--- src/hdl/qtr_pkg.sv ---
`default_nettype none
package qtr_pkg;

    localparam int LEN_BITS  = 12;
    localparam int CFG_LEN_W = 12;
    localparam int CFG_W     = 12;
    localparam int CFG_IDX_W = 1;
    localparam int CMP_W     = ((LEN_BITS > CFG_LEN_W) ? LEN_BITS : CFG_LEN_W) + 2;

    typedef logic [LEN_BITS-1:0] len_t;
    typedef logic [CMP_W-1:0]    cmp_t;

    localparam cmp_t LEN_MAX = cmp_t'((1 << LEN_BITS) - 1);

    localparam logic [CFG_IDX_W-1:0] CFG_LATIN1  = 1'd0;
    localparam logic [CFG_IDX_W-1:0] CFG_MAX_LEN = 1'd1;

    localparam logic [CFG_LEN_W-1:0] MAX_LEN_RESET = 12'd4095;

    localparam logic [1:0] KIND_DATA = 2'd0;
    localparam logic [1:0] KIND_END  = 2'd1;
    localparam logic [1:0] KIND_EOF  = 2'd2;

    localparam logic [7:0] CH_QUOTE   = 8'h22;
    localparam logic [7:0] CH_BSLASH  = 8'h5C;
    localparam logic [7:0] CH_N       = 8'h6E;
    localparam logic [7:0] CH_NEWLINE = 8'h0A;
    localparam logic [7:0] CH_SPACE   = 8'h20;
    localparam logic [7:0] CH_TAB     = 8'h09;
    localparam logic [7:0] CH_CR      = 8'h0D;
    localparam logic [7:0] CH_NBSP    = 8'hA0;
    localparam logic [7:0] HIGH_BIT   = 8'h80;

    typedef struct packed {
        logic [7:0] data;
        logic [1:0] kind;
        logic       bad;
        logic       last;
    } res_t;

    typedef struct packed {
        logic [1:0] count;
        res_t       r0;
        res_t       r1;
    } step_t;

    function automatic logic is_space(input logic [7:0] c);
        is_space = (c == CH_SPACE) || (c >= CH_TAB && c <= CH_CR) || (c == CH_NBSP);
    endfunction

endpackage
`default_nettype wire

--- src/hdl/qtr_parse.sv ---
`default_nettype none
module qtr_parse (
    input  wire logic                          clk,
    input  wire logic                          rst_n,
    input  wire logic [7:0]                    byte_in,
    input  wire logic                          eoi,
    input  wire logic                          latin1,
    input  wire logic [qtr_pkg::CFG_LEN_W-1:0] max_len,
    input  wire logic                          advance,
    output qtr_pkg::step_t                     step
);

    logic          in_quote_reg, in_quote_next;
    logic          esc_reg, esc_next;
    logic          qm_reg, qm_next;
    qtr_pkg::len_t tl_reg, tl_next;

    qtr_pkg::cmp_t lim;
    qtr_pkg::cmp_t tl_w;
    logic [7:0]    keep_c;
    logic          sp;
    logic          wide;
    logic          fit1;
    logic          fit2;
    qtr_pkg::res_t r_end;
    qtr_pkg::res_t r_k0;
    qtr_pkg::res_t r_k1;

    always_comb
    begin
        lim = qtr_pkg::cmp_t'(max_len);
        if (lim > qtr_pkg::LEN_MAX)
        begin
            lim = qtr_pkg::LEN_MAX;
        end
        tl_w   = qtr_pkg::cmp_t'(tl_reg);
        fit1   = (tl_w + qtr_pkg::cmp_t'(1)) <= lim;
        fit2   = (tl_w + qtr_pkg::cmp_t'(2)) <= lim;
        sp     = qtr_pkg::is_space(byte_in);
        keep_c = (esc_reg && byte_in == qtr_pkg::CH_N) ? qtr_pkg::CH_NEWLINE : byte_in;
        wide   = latin1 && keep_c[7];
    end

    always_comb
    begin
        r_end = '{data: 8'h00, kind: qtr_pkg::KIND_END, bad: qm_reg, last: 1'b1};
        r_k0  = '0;
        r_k1  = '0;
        if (wide)
        begin
            r_k0.data = 8'hC0 | {6'd0, keep_c[7:6]};
            r_k1.data = qtr_pkg::HIGH_BIT | {2'd0, keep_c[5:0]};
            r_k1.last = 1'b1;
        end
        else
        begin
            r_k0.data = keep_c;
            r_k0.last = 1'b1;
        end
        r_k0.kind = qtr_pkg::KIND_DATA;
        r_k1.kind = qtr_pkg::KIND_DATA;
    end

    always_comb
    begin
        in_quote_next = in_quote_reg;
        esc_next      = esc_reg;
        qm_next       = qm_reg;
        tl_next       = tl_reg;
        step          = '0;
        if (eoi)
        begin
            step.count = 2'd1;
            step.r0    = r_end;
            step.r0.kind = qtr_pkg::KIND_EOF;
            in_quote_next = 1'b0;
            esc_next      = 1'b0;
            qm_next       = 1'b0;
            tl_next       = '0;
        end
        else if (!esc_reg && sp && tl_reg == '0)
        begin
            // leading whitespace
        end
        else if (!esc_reg && sp && !in_quote_reg)
        begin
            step.count    = 2'd1;
            step.r0       = r_end;
            in_quote_next = 1'b0;
            qm_next       = 1'b0;
            tl_next       = '0;
        end
        else if (!esc_reg && byte_in == qtr_pkg::CH_QUOTE)
        begin
            if (in_quote_reg)
            begin
                step.count    = 2'd1;
                step.r0       = r_end;
                in_quote_next = 1'b0;
                qm_next       = 1'b0;
                tl_next       = '0;
            end
            else
            begin
                qm_next       = qm_reg | (tl_reg != '0);
                in_quote_next = 1'b1;
            end
        end
        else if (!esc_reg && byte_in == qtr_pkg::CH_BSLASH)
        begin
            esc_next = 1'b1;
        end
        else
        begin
            esc_next = 1'b0;
            if (wide)
            begin
                if (fit2)
                begin
                    step.count = 2'd2;
                    step.r0    = r_k0;
                    step.r1    = r_k1;
                    tl_next    = tl_reg + qtr_pkg::len_t'(2);
                end
            end
            else if (fit1)
            begin
                step.count = 2'd1;
                step.r0    = r_k0;
                tl_next    = tl_reg + qtr_pkg::len_t'(1);
            end
        end
    end

    always_ff @(posedge clk or negedge rst_n)
    begin
        if (!rst_n)
        begin
            in_quote_reg <= 1'b0;
            esc_reg      <= 1'b0;
            qm_reg       <= 1'b0;
            tl_reg       <= '0;
        end
        else if (advance)
        begin
            in_quote_reg <= in_quote_next;
            esc_reg      <= esc_next;
            qm_reg       <= qm_next;
            tl_reg       <= tl_next;
        end
    end

endmodule
`default_nettype wire

--- src/hdl/qtr_obuf.sv ---
`default_nettype none
module qtr_obuf (
    input  wire logic   clk,
    input  wire logic   rst_n,
    input  wire logic   load,
    input  wire qtr_pkg::step_t step,
    input  wire logic   out_stall,
    output logic        out_valid,
    output qtr_pkg::res_t head,
    output logic        free
);

    logic [1:0]    cnt_reg, cnt_next;
    qtr_pkg::res_t e0_reg, e0_next;
    qtr_pkg::res_t e1_reg, e1_next;
    logic          pop;

    always_comb
    begin
        out_valid = (cnt_reg != 2'd0);
        head      = e0_reg;
        pop       = out_valid && !out_stall;
        free      = (cnt_reg == 2'd0) || (cnt_reg == 2'd1 && pop);
        cnt_next  = cnt_reg;
        e0_next   = e0_reg;
        e1_next   = e1_reg;
        if (load)
        begin
            cnt_next = step.count;
            e0_next  = step.r0;
            e1_next  = step.r1;
        end
        else if (pop)
        begin
            cnt_next = cnt_reg - 2'd1;
            e0_next  = e1_reg;
        end
    end

    always_ff @(posedge clk or negedge rst_n)
    begin
        if (!rst_n)
        begin
            cnt_reg <= 2'd0;
        end
        else
        begin
            cnt_reg <= cnt_next;
        end
    end

    always_ff @(posedge clk)
    begin
        e0_reg <= e0_next;
        e1_reg <= e1_next;
    end

endmodule
`default_nettype wire

--- src/hdl/quoted_token_reader_core.sv ---
`default_nettype none
// Byte-stream tokenizer. Each input beat carries one raw byte (or an end-of-input
// mark) and produces zero, one or two result beats: token content bytes, then a
// token-end beat (kind 1 normal, kind 2 end of input) carrying the misplaced-quote
// flag; last marks the final result of each input byte. The byte is registered,
// decoded against the token state combinationally and written into a two-entry
// result buffer that drives the result outputs. A new byte is taken every
// cycle as long as each byte yields at most one result and out_stall stays low;
// a Latin-1 byte expanded into a two-byte UTF-8 pair takes two output beats, and
// that output buffer holds the input back. The user must write configuration
// via cfg_write/cfg_index/cfg_data with no bytes in flight; it is not enforced.
module quoted_token_reader_core (
    input  wire logic                        clk,
    input  wire logic                        rst_n,
    input  wire logic                        in_valid,
    output logic                             in_stall,
    input  wire logic [7:0]                  in_byte,
    input  wire logic                        end_of_input,
    output logic                             out_valid,
    input  wire logic                        out_stall,
    output logic [7:0]                       out_byte,
    output logic [1:0]                       kind,
    output logic                             bad_quote,
    output logic                             last,
    input  wire logic                        cfg_write,
    input  wire logic [qtr_pkg::CFG_IDX_W-1:0] cfg_index,
    input  wire logic [qtr_pkg::CFG_W-1:0]   cfg_data
);

    logic                          a_valid_reg;
    logic [7:0]                    a_byte_reg;
    logic                          a_eoi_reg;
    logic                          latin1_reg;
    logic [qtr_pkg::CFG_LEN_W-1:0] max_len_reg;
    logic                          accept;
    logic                          advance;
    logic                          load;
    logic                          free;
    qtr_pkg::step_t                step;
    qtr_pkg::res_t                 head;

    assign advance  = a_valid_reg && (step.count == 2'd0 || free);
    assign load     = advance && (step.count != 2'd0);
    assign in_stall = a_valid_reg && !advance;
    assign accept   = in_valid && !in_stall;

    always_ff @(posedge clk or negedge rst_n)
    begin
        if (!rst_n)
        begin
            a_valid_reg <= 1'b0;
        end
        else if (accept)
        begin
            a_valid_reg <= 1'b1;
        end
        else if (advance)
        begin
            a_valid_reg <= 1'b0;
        end
    end

    always_ff @(posedge clk)
    begin
        if (accept)
        begin
            a_byte_reg <= in_byte;
            a_eoi_reg  <= end_of_input;
        end
    end

    always_ff @(posedge clk or negedge rst_n)
    begin
        if (!rst_n)
        begin
            latin1_reg  <= 1'b0;
            max_len_reg <= qtr_pkg::MAX_LEN_RESET;
        end
        else if (cfg_write)
        begin
            unique case (cfg_index)
                qtr_pkg::CFG_LATIN1:  latin1_reg  <= cfg_data[0];
                qtr_pkg::CFG_MAX_LEN: max_len_reg <= cfg_data[qtr_pkg::CFG_LEN_W-1:0];
                default: ;
            endcase
        end
    end

    qtr_parse u_parse (
        .clk     (clk),
        .rst_n   (rst_n),
        .byte_in (a_byte_reg),
        .eoi     (a_eoi_reg),
        .latin1  (latin1_reg),
        .max_len (max_len_reg),
        .advance (advance),
        .step    (step)
    );

    qtr_obuf u_obuf (
        .clk       (clk),
        .rst_n     (rst_n),
        .load      (load),
        .step      (step),
        .out_stall (out_stall),
        .out_valid (out_valid),
        .head      (head),
        .free      (free)
    );

    assign out_byte  = head.data;
    assign kind      = head.kind;
    assign bad_quote = head.bad;
    assign last      = head.last;

`ifndef SYNTHESIS
    assert property (@(posedge clk) disable iff (!rst_n)
        in_stall |-> a_valid_reg)
        else $error("input stalled with empty input register");

    assert property (@(posedge clk) disable iff (!rst_n)
        (out_valid && kind == qtr_pkg::KIND_DATA) |-> !bad_quote)
        else $error("bad_quote set on a content beat");

    assert property (@(posedge clk) disable iff (!rst_n)
        (out_valid && kind != qtr_pkg::KIND_DATA) |-> (last && out_byte == 8'h00))
        else $error("token end beat not last or carries data");

    assert property (@(posedge clk) disable iff (!rst_n)
        out_valid |-> (kind == qtr_pkg::KIND_DATA || kind == qtr_pkg::KIND_END ||
                       kind == qtr_pkg::KIND_EOF))
        else $error("undefined result kind");

    assert property (@(posedge clk) disable iff (!rst_n)
        (out_valid && out_stall) |=> out_valid)
        else $error("stalled result dropped");
`endif

endmodule
`default_nettype wire

--- config.mk ---
export PLATFORM = sky130hd
export DESIGN_NAME = quoted_token_reader_core
export DESIGN_NICKNAME = d
export VERILOG_FILES = /design/src/hdl/qtr_pkg.sv /design/src/hdl/qtr_parse.sv /design/src/hdl/qtr_obuf.sv /design/src/hdl/quoted_token_reader_core.sv
export SDC_FILE = /design/constraint.sdc
export NUM_CORES = 1
export LEC_CHECK = 0
export CAP_MARGIN = 20
export CORE_ASPECT_RATIO = 0.7
export CORE_MARGIN = 4
export CORE_UTILIZATION = 25
export CTS_CLUSTER_DIAMETER = 60
export DETAILED_ROUTE_END_ITERATION = 8
export DONT_BUFFER_PORTS = 1
export HOLD_SLACK_MARGIN = 0.15
export PLACE_DENSITY_LB_ADDON = 0.08
export SLEW_MARGIN = 20
export SYNTH_ARGS = -nofsm -noshare
export SYNTH_HDL_FRONTEND = slang
export SYNTH_HIERARCHICAL = 1
export SYNTH_SLANG_ARGS = --single-unit
--- constraint.sdc ---
create_clock -name clk -period 8.5 [get_ports clk]
set_input_delay 1.275 -clock clk [delete_from_list [all_inputs] [get_ports clk]]
set_output_delay 1.275 -clock clk [all_outputs]
set_load 0.02 [all_outputs]
Word level (Yosys, flattened, before mapping)
Cells that the tools add are included.
W data, S select, Z words.
- memories: 0
- bits of input ports: 27
- bits in read-only memories: 0
- latch bits: 0
- bits in writable memories: 0
- flip-flop bits (word level): 64
- output and inout port bits: 14
- $add $sub $neg: 5
- div/mod/pow operators: 0
- magnitude comparators: 4
- bitwise operators: 4
- equality and inequality tests: 12
- reductions and logical operators: 40
- shift operators: 0
- multipliers: 0
- muxes and demuxes: 45
- operator list (cell ; number):
    $mux W12 ; 14
    $mux W26 ; 3
    $mux W14 ; 4
    $le A14 B12 Y1 ; 2
    $mux W13 ; 2
    $mux W1 ; 18
    $eq A8 B6 Y1 const B ; 2
    $eq A8 B7 Y1 const B ; 2
    $mux W8 ; 2
    $logic_and A1 B1 Y1 ; 14
    $add A12 B1 Y13 const B ; 1
    $add A12 B2 Y13 const B ; 1
    $add A12 B1 Y12 const B ; 1
    $add A12 B2 Y12 const B ; 1
    $logic_not A12 Y1 ; 1
    $reduce_bool A12 Y1 ; 1
    $eq A8 B8 Y1 const B ; 1
    $ge A8 B4 Y1 const B ; 1
    $le A8 B4 Y1 const B ; 1
    $ne A4 B2 Y1 const B ; 2
    $reduce_bool A2 Y1 ; 4
    $reduce_or A7 Y1 ; 1
    $ne A2 B2 Y1 const B ; 3
    $reduce_and A6 Y1 ; 1
    15 further kinds ; 27

Logic depth before layout (Yosys ltp)
Gate-level depths: netlist of the first run.
- depth in word-level cells: 20
- depth in mapped cells: 21

Cells and area by module
Netlist of the first run, hierarchy kept.
- modules (own cells, without submodules) (module ; cells an instance ; times used ; area each (um^2)):
    qtr_parse ; 304 ; 1 ; 2307.2
    qtr_obuf ; 56 ; 1 ; 1031.0
    quoted_token_reader_core ; 48 ; 1 ; 890.9

Least setup slack after synthesis of the first run
No wires, ideal clock.
- path type: flip-flop to output port
- start: register u_parse.tl_reg[3]
- end: output in_stall
- path slack: 3.520 ns
- cell stages (with the launch flop): 17
- arrival time: 3.705 ns
- buffers on the path: 2
- path through: dfrtp_1 > clkbuf_1 > and4_1 > nand2_1 > nor2_1 > nand2_1 > xnor2_1 > ha_1 > nand3_1 > or2_1 > nor4b_1 > a31oi_1 > or3_1 > clkbuf_1 > o31ai_1 > nor2_1 > nor3_1
- RTL lines (element ; line ; RTL):
    start: declaration ; qtr_parse.sv:16 ; qtr_pkg::len_t tl_reg, tl_next;
    start signal: assignment ; qtr_parse.sv:149 ; tl_reg <= tl_next;
    end: declaration ; quoted_token_reader_core.sv:16 ; output logic in_stall,

==> results.md, run 1 <==
- Share of post-route cells with drive strength above 1: 18.3%
- CP endpoint kind: primary output
- Skew final: 0.00595 ns
- Hold WC Path Type: flip-flop to flip-flop
- RSZ-0062 raised after global routing: no
- Cell count after synthesis: 408
- Slowest stage delay, CP: 0.58 ns
- Highest-delay cell along the critical path: dfrtp_1
- Layout area overhead: 10.0%
- Bufs on Longest Clock Path: 2
- Cell accounting for the most synthesized area: edfxtp_1
- Comb power frac: 31.0%
- Post-synthesis cell type count: 67
- Grt ovf: 0
- Leak Pwr: 0.00186 uW
- Internal power: 919 uW
- Max_slew headroom: 36.7%
- Die area: 19,100 um^2
- Min Tclk post-route: 6.23 ns
- Yosys warns: 6
- First-pass iteration count of the detailed router: 4
- Total number of vias: 2,964
- Max_cap viols: 0
- Setup TNS: 0 ns
- DR WL/cell: 17.6 um
- IO Pins: 41
- Worst-Margin Slew: 0.942 ns
- CTS Root Cell: clkbuf_16
- Total wire length: 11,000 um
- Hold slack: 0.530 ns
- Tcrit/Tclk final: 73.3%
- Pin count of the biggest net entering global routing: 32
- I/O Buffers: 0
- Starting Density: 25.7%
- CTS Buf Count: 9
- N_diodes: 0
- CTS tree: yes
- Clk slew on worst S/H paths: 0.06 ns
- DRT iter0 DRCs: 225
- Worst hold stages: 2
- Post-route ant nets: 0
- Total power draw: 1460 uW
- Crit path DAT: 4.96 ns
- Sw Pwr: 537 uW
- FP Rows: 39
- Clock latency on the worst-skew pair: 0.34 ns
- Mean number of vias per cell: 4.75
- Critical path type: flip-flop to primary output
- F_max: 160 MHz
- Sequential cell area fraction in the yosys report: 42.1%
- Final hold vios: 0
- Worst r2r src: u_parse/tl_reg[1]
- Crit-path max FO: 11
- Bufs and invs on worst path: 0
- Synth top area cells: edfxtp_1 (23%), dfrtp_1 (11%), ha_1 (8.9%)
- Count leader, synth: edfxtp_1
- Vias in the first global route: 2,940
- Status: complete, no violations
- Post-synth top cells: edfxtp_1 (33), ha_1 (30), nand2_1 (30)
- Top delay family on crit path: simple AND/OR/NAND/NOR gates
- Sw Share: 36.9%
- Final GP Congestion: 0.814
- Final slew viol count: 0
- Worst Hold End: u_parse/qm_reg
- Reg2Reg Capture Point: u_parse/tl_reg[8]
- Cell Chain, Critical Path: ha_1 -> nand2_1 -> nor2_1 -> nand2_1 -> xnor2_1 -> ha_1 -> nand3_1 -> or2_1 -> nor4b_1 -> a31oi_1 -> or3_1 -> o31ai_1 -> nor2_1 -> nor3_1
- Sink Count: 64
- Chip Width: 163 um
- WP data required: 7.22 ns
- FF+latch count, synth: 64
- Clock share of power: 29.2%
- Setup bufs post-CTS: 0
- # nets final: 451
- CORE AREA: 16,400 um^2
- Post-route DRC violation count: 0
- Post-synth EDFFs: 33
- Hold_buf cts: 0
- First-pass GRT wire length: 17,400 um
- R2r setup slk: 3.06 ns
- Hpwl dp: 8390 um
- Async SR Flop Fraction: 48.4%
- Cell area after synthesis: 4230 um^2
- Final setup vio count: 0
- Design area: 4650 um^2
- Syn_area_per_cell: 10.4 um^2
- HP Start: u_parse/qm_reg
- Initial antenna violation count: 0
- Max IR drop VDD: 0.103 mV
- Top-area cell type share of the netlist area: 23.4%
- Seq pwr share: 39.8%
- Total track usage: 12.3%
- Critical Path Source Type: flip-flop
- Synth Flop Type: edfxtp_1
- H-Tree Depth: 3
- Die H: 117 um
- Cell area after placement: 4320 um^2
- Core Util, Final: 28.3%
- PD cells: 313 nW/um^2
- # resized after CTS: 0
- R2r worst-path depth: 17
## layer usage
| layer | wire [um] | global-route usage (%) | up-vias | share of wire (%) |
|---|---|---|---|---|
| li1 | - | - | 1441 | - |
| met1 | 5850 | 19.3 | 1441 | 53 |
| met2 | 4300 | 15.7 | 72 | 39 |
| met3 | 701 | 3.68 | 10 | 6.4 |
| met4 | 138 | 3.80 | 0 | 1.3 |
| met5 | 0 | 0 | - | 0 |
## worst max-delay path by stage
stage                           start       end  slack [ns]  cells after the start
finish              u_parse/tl_reg[1]  in_stall        2.27                     14
floorplan           u_parse/tl_reg[3]  in_stall        3.52                     16
CTS                 u_parse/tl_reg[1]  in_stall        2.27                     14
global placement    u_parse/tl_reg[1]  in_stall        2.80                     14
detailed placement  u_parse/tl_reg[1]  in_stall        2.65                     14
global route        u_parse/tl_reg[1]  in_stall        1.90                     14
## stage by stage
step	instances	setup slack [ns]
after global routing	624	1.90
after global placement	608	2.80
final	624	2.27
after CTS	624	2.27
after detailed placement	608	2.65
after floorplan	411	3.52
## tightest hold or removal path: stages (launching register included)
cell	delay, ns
dfrtp_1	0.34
a31oi_1	0.04
a21oi_1	0.11
## cell families after synthesis
logic type                 after synthesis  share of synthesized area, %
AOI/OAI and AO/OA                       67                          11.0
muxes                                   28                          8.25
xor gates and xnor gates                20                          4.14
and+or+nand+nor                        144                          18.2
other                                    1                        0.0887
DFF                                     64                          42.1
buffers and inverters                   54                          7.31
adders and majority gates               30                          8.88
## power groups by stage
stage               registers [uW]  clock network [uW]  logic (uW)
detailed placement             588                   0         455
finish                         580                 425         451
CTS                            583                 445         459
floorplan                      530                   0         401
global route                   594                 458         514
global placement               585                   0         457
## placed cells by master (no fill, tap or decap), types with 3 or more instances in the layout
cell        n
ha_1       30
mux2_2     14
mux2i_1     3
or3_1       5
clkbuf_16   9
nor3_1     11
nor2b_1     4
xnor2_1    16
a21o_2      3
a21oi_1    13
nand4_1     3
nand3_1    28
o31ai_1    11
and3_1      3
conb_1      4
inv_1      25
dfstp_2    12
a31oi_1     3
mux2_4     10
bufinv_16   3
nor2_1     26
o21ai_0    15
nor4_1      7
dfrtp_1    19
nand2_1    30
edfxtp_1   33
nand2b_1    3
xor2_1      4
## layout make-up
| class | instances | area, um^2 |
|---|---|---|
| fill | 1733 | 11800 |
| multi-input combinational | 293 | 2150 |
| sequential | 64 | 1780 |
| tap | 225 | 282 |
| clock buffer | 10 | 229 |
| clock inverter | 6 | 108 |
| inverter | 25 | 93.8 |
| timing repair buffer | 1 | 7.51 |
Note: power is estimated with default switching activity, not from simulation.
==> run 2, diff against run 1 <==
clock period = 6.1 ns   (was 8.5 ns; I/O delays follow)
==> results.md, run 2 (synthesized netlist as in run 1, its figures left out) <==
- Status: complete, no violations
- CTS tree: yes
- Worst-Margin Slew: 1.04 ns (+0.103 ns)
- Critical path type: flip-flop to primary output
- Internal power: 1250 uW (+36%)
- Clock share of power: 27.4% (-1.8 points)
- Max_slew headroom: 29.8% (-6.9 points)
- Initial antenna violation count: 0 (unchanged)
- Total track usage: 12.0% (-0.32 points)
- PD cells: 430 nW/um^2 (+38%)
- Skew final: 0.00613 ns (+0.000183 ns)
- DR WL/cell: 17.4 um (-1.3%)
- Most frequent cells in the layout: edfxtp_1 (33), nand2_1 (30), ha_1 (30)
- CTS Buf Count: 9 (unchanged)
- Post-route DRC violation count: 0 (unchanged)
- Commonest non-fill, non-tap cell in the layout: edfxtp_1
- Post-route ant nets: 0 (unchanged)
- Fill cell count: 1,724 (-0.52%)
- FP Rows: 39 (unchanged)
- CP endpoint kind: primary output
- Pin count of the biggest net entering global routing: 32 (unchanged)
- Max IR drop VDD: 0.183 mV (+78%)
- Vias in the first global route: 2,867 (-2.5%)
- Comb power frac: 32.6% (+1.6 points)
- Share of post-route cells with drive strength above 1: 18.2% (-0.091 points)
- First-pass iteration count of the detailed router: 5 (+1)
- Final slew viol count: 0 (unchanged)
- Min Tclk post-route: 5.58 ns
- F_max: 179 MHz
- Hold_buf cts: 0 (unchanged)
- Sequential Area: 1780 um^2 (unchanged)
- Area of the multi-input gates: 2160 um^2 (+0.23%)
- Chip Width: 163 um (unchanged)
- Total wire length: 10,900 um (-0.94%)
- Sink Count: 64 (unchanged)
- H-Tree Depth: 3 (unchanged)
- Hold slack: 0.269 ns (-0.261 ns)
- CORE AREA: 16,400 um^2 (unchanged)
- Total number of vias: 2,973 (+0.30%)
- Die H: 117 um (unchanged)
- Critical Path Source Type: flip-flop
- Starting Density: 25.7% (unchanged)
- Hold WC Path Type: primary input to asynchronous set/reset pin
- Seq pwr share: 40.0% (+0.2 points)
- Final GP Congestion: 0.862 (+5.9%)
- Layout area overhead: 9.76%
- Sw Share: 37.5% (+0.56 points)
- Max_cap viols: 0 (unchanged)
- Mean number of vias per cell: 4.75 (about the same)
- Crit path DAT: 4.67 ns (-0.29 ns)
- Clock latency on the worst-skew pair: 0.34 ns (about the same)
- Leak Pwr: 0.00186 uW (-0.19%)
- CTS Root Cell: clkbuf_16
- Tcrit/Tclk final: 91.5%
- Hpwl dp: 8360 um (-0.38%)
- Bufs on Longest Clock Path: 2 (unchanged)
- DRT iter0 DRCs: 190 (-16%)
- Grt ovf: 0 (unchanged)
- RSZ-0062 raised after global routing: no
- Die area: 19,100 um^2 (unchanged)
- WP data required: 5.18 ns (-2.04 ns)
- Setup TNS: 0 ns (unchanged)
- N_diodes: 0 (unchanged)
- # nets final: 453 (+0.44%)
- Final hold vios: 0 (unchanged)
- First-pass GRT wire length: 17,100 um (-1.9%)
- IO Pins: 41 (unchanged)
- Sw Pwr: 748 uW (+39%)
- I/O Buffers: 0 (unchanged)
- Total power draw: 2000 uW (+37%)
- Clk slew on worst S/H paths: 0.06 ns (about the same)
- Final setup vio count: 0 (unchanged)
- Crit-path max FO: 11 (unchanged)
-- run 2: final timing paths --
check | startpoint | to | slack [ns] | cells after the start
max | u_parse/tl_reg[1] | in_stall | 0.52 | 14
min | rst_n | u_parse/in_quote_reg | 0.27 | 0
max reg2reg | u_parse/tl_reg[1] | u_obuf/head[10] | 0.93 | 16
min reg2reg | u_parse/qm_reg | u_parse/qm_reg | 0.53 | 2
max in group asynchronous | rst_n | max_len_reg[9] | 5.65 | 0
min in group clk | u_parse/qm_reg | u_parse/qm_reg | 0.53 | 2
-- run 2: power groups by stage --
stage	logic, uW	registers, uW	clock network (uW)
after CTS	659	802	569
after floorplan	559	739	0
final	652	798	548
after global placement	653	810	0
after global routing	738	819	588
after detailed placement	655	808	0
-- run 2: cell type report --
cell class / count / share of cell area (%)
Tap cell: 225 / 6.06
Clock inverter: 4 / 1.48
Timing Repair Buffer: 3 / 0.485
Sequential cell: 64 / 38.4
Multi-Input combinational cell: 293 / 46.5
Inverter: 25 / 2.02
Clock buffer: 12 / 5.09
-- run 2: layer usage --
metal  share of wire [%]  vias to the layer above  wire, um  track usage (%)
met3                 6.6                        9       720             4.24
met4                0.91                        0        99             3.02
li1                    -                     1450         -                -
met1                  55                     1436      6000             18.7
met5                   0                        -         0                0
met2                  37                       78      4060             15.2
-- run 2: metrics by stage --
| stage | utilization (%) | cells | worst slack, ns | cell area, um^2 |
|---|---|---|---|---|
| after floorplan | - | 411 | 1.23 | 4240 |
| after global placement | 26.3 | 610 | 0.680 | 4330 |
| after detailed placement | 26.3 | 610 | 0.672 | 4330 |
| after CTS | 28.2 | 626 | 0.283 | 4640 |
| after global routing | 28.2 | 626 | 0.137 | 4640 |
| final | 28.2 | 626 | 0.519 | 4640 |
-- run 2: worst max-delay path, stage by stage, from the launching register on --
cell	delay, ns
dfrtp_1	0.58
ha_1	0.35
nand2_1	0.17
nor2_1	0.23
nand2_1	0.09
xnor2_1	0.15
ha_1	0.31
nand3_1	0.10
or2_1	0.28
nor4b_1	0.35
a31oi_1	0.18
or3_1	0.55
o31ai_1	0.43
nor2_1	0.19
nor3_2	0.34
-- run 2: timing repair --
item	in CTS	in global routing
gates resized for setup	0	1
buffers inserted	0	0
endpoints found under the setup margin	0	1
==> run 3, diff against run 2 <==
BUFFER_PORTS_ARGS = -buffer_cell sky130_fd_sc_hd__buf_2   (was default)
CORE_MARGIN = default   (was 4)
DONT_BUFFER_PORTS = default   (was 1)
==> results.md, run 3 (synthesized netlist as in run 1, its figures left out) <==
- Critical path type: flip-flop to primary output
- FP Rows: 39 (unchanged)
- DRT iter0 DRCs: 237 (+25%)
- Worst r2r src: u_parse/tl_reg[1]
- Post-route DRC violation count: 0 (unchanged)
- CTS Buf Count: 9 (unchanged)
- Hold WC Path Type: flip-flop to flip-flop
- CORE AREA: 16,400 um^2 (unchanged)
- Final slew viol count: 0 (unchanged)
- DR WL/cell: 16.0 um (-7.7%)
- Die area: 17,400 um^2 (-8.6%)
- I/O Buffers: 40 (+40)
- First-pass iteration count of the detailed router: 4 (-1)
- First-pass GRT wire length: 17,000 um (-0.40%)
- Crit-path max FO: 11 (unchanged)
- Clk slew on worst S/H paths: 0.05 ns (about the same)
- Post-route ant nets: 0 (unchanged)
- Setup bufs post-CTS: 0 (unchanged)
- CP startpoint: u_parse/tl_reg[1]
- Final hold vios: 0 (unchanged)
- Bufs on Longest Clock Path: 2 (unchanged)
- N_diodes: 0 (unchanged)
- Sink Count: 64 (unchanged)
- Die H: 111 um (-5.1%)
- CP endpoint kind: primary output
- Total number of vias: 3,048 (+2.5%)
- F_max: 182 MHz (+1.6%)
- Pin count of the biggest net entering global routing: 32 (unchanged)
- Fill cell count: 1,736 (+0.70%)
- Max IR drop VDD: 0.131 mV (-28%)
- Tcrit/Tclk final: 90.1% (-1.4 points)
- Layout area overhead: 14.3%
- Share of post-route cells with drive strength above 1: 25.7% (+7.5 points)
- Most frequent cells in the layout: buf_2 (40), edfxtp_1 (33), nand2_1 (30), ha_1 (30), nand3_1 (28)
- Status: complete, no violations
- Max_slew headroom: 32.9% (+3.1 points)
- Skew final: 0.00306 ns (-0.00307 ns)
- Hpwl dp: 8310 um (-0.54%)
- Dpl ws: 0.879 ns (+0.207 ns)
- Chip Width: 157 um (-3.7%)
- Setup WS post-layout: 0.606 ns (+0.0870 ns)
- Leak Pwr: 0.00200 uW (+7.8%)
- # nets final: 492 (+8.6%)
- Min Tclk post-route: 5.49 ns (-0.0870 ns)
- Final GP Congestion: 0.834 (-3.2%)
- Final setup vio count: 0 (unchanged)
- Initial antenna violation count: 0 (unchanged)
- WP data required: 5.18 ns (about the same)
- HP Start: u_obuf/e1_reg[5]
- Clock latency on the worst-skew pair: 0.34 ns (about the same)
- CTS Root Cell: clkbuf_16
- Hold_buf cts: 0 (unchanged)
- RSZ-0062 raised after global routing: no
- Vias in the first global route: 2,985 (+4.1%)
- PD cells: 416 nW/um^2 (-3.3%)
- Starting Density: 25.7% (unchanged)
- Crit path DAT: 4.58 ns (-0.09 ns)
- H-Tree Depth: 3 (unchanged)
- Max_cap viols: 0 (unchanged)
- # resized after CTS: 0 (unchanged)
- Grt ovf: 0 (unchanged)
- Critical Path Source Type: flip-flop
- IO Pins: 41 (unchanged)
- Total track usage: 13.4% (+1.4 points)
- CTS tree: yes
- Commonest non-fill, non-tap cell in the layout: buf_2
- Total wire length: 10,700 um (-2.0%)
- Setup TNS: 0 ns (unchanged)
- Worst-Margin Slew: 0.999 ns (-0.0457 ns)
- Mean number of vias per cell: 4.58 (-3.5%)
run 3: cell count changes in the layout (fill, tap and decap cells not counted), sizes merged:
cell,previous run,this run
clkinv,2,1
buf,3,42
clkbuf,12,11
clkinvlp,0,3
bufinv,2,1
run 3: power by group:
group / leakage (uW) / internal (uW) / switching [uW]
Combinational: 0.00118 / 299 / 455
Clock: 0.000135 / 326 / 191
Sequential: 0.000689 / 630 / 111
Total: 0.00200 / 1250 / 757
run 3: layout make-up:
class                      instances  area, um^2  area share [%]
sequential                        64        1780            36.8
clock buffer                      11         243            5.02
multi-input combinational        293        2150            44.5
tap                              225         282            5.82
timing repair buffer              42         228            4.71
clock inverter                     5        56.3            1.16
inverter                          25        93.8            1.94
run 3: worst max-delay path: stages (launching register included):
cell     delay (ns)
dfrtp_1        0.57
ha_1           0.35
nand2_1        0.16
nor2_1         0.23
nand2_1        0.10
xnor2_1        0.15
ha_1           0.31
nand3_1        0.09
or2_1          0.28
nor4b_1        0.34
a31oi_1        0.16
or3_1          0.52
o31ai_1        0.39
nor2_1         0.17
nor3_1         0.21
buf_2          0.21
run 3: per-layer routing:
| layer | vias up | global-route usage, % | part of all wire [%] |
|---|---|---|---|
| met2 | 65 | 16.0 | 37 |
| met5 | - | 0 | 0 |
| met4 | 0 | 4.47 | 1.4 |
| met1 | 1450 | 21.8 | 56 |
| li1 | 1522 | - | - |
| met3 | 11 | 3.32 | 5.1 |
run 3: through the flow:
step	power [uW]	hold slack, ns	std cells	area, um^2	utilization (%)
2_1_floorplan	1300	0.484	411	4240	-
3_3_place_gp	1520	0.512	649	4540	27.6
3_5_place_dp	1510	0.513	649	4540	27.6
4_1_cts	2050	0.532	665	4840	29.4
5_1_grt	2160	0.546	665	4840	29.4
6_report	2010	0.534	665	4840	29.4
run 3: final timing paths:
path | to | slack [ns] | cells past startpoint
max | in_stall | 0.61 | 15
min in group asynchronous | u_parse/tl_reg[9] | 0.64 | 1
min reg2reg | u_obuf/head[5] | 0.53 | 1
max reg2reg | u_obuf/head[4] | 0.97 | 16
min | u_obuf/head[5] | 0.53 | 1
max in group asynchronous | u_obuf/cnt_reg[0] | 4.97 | 1
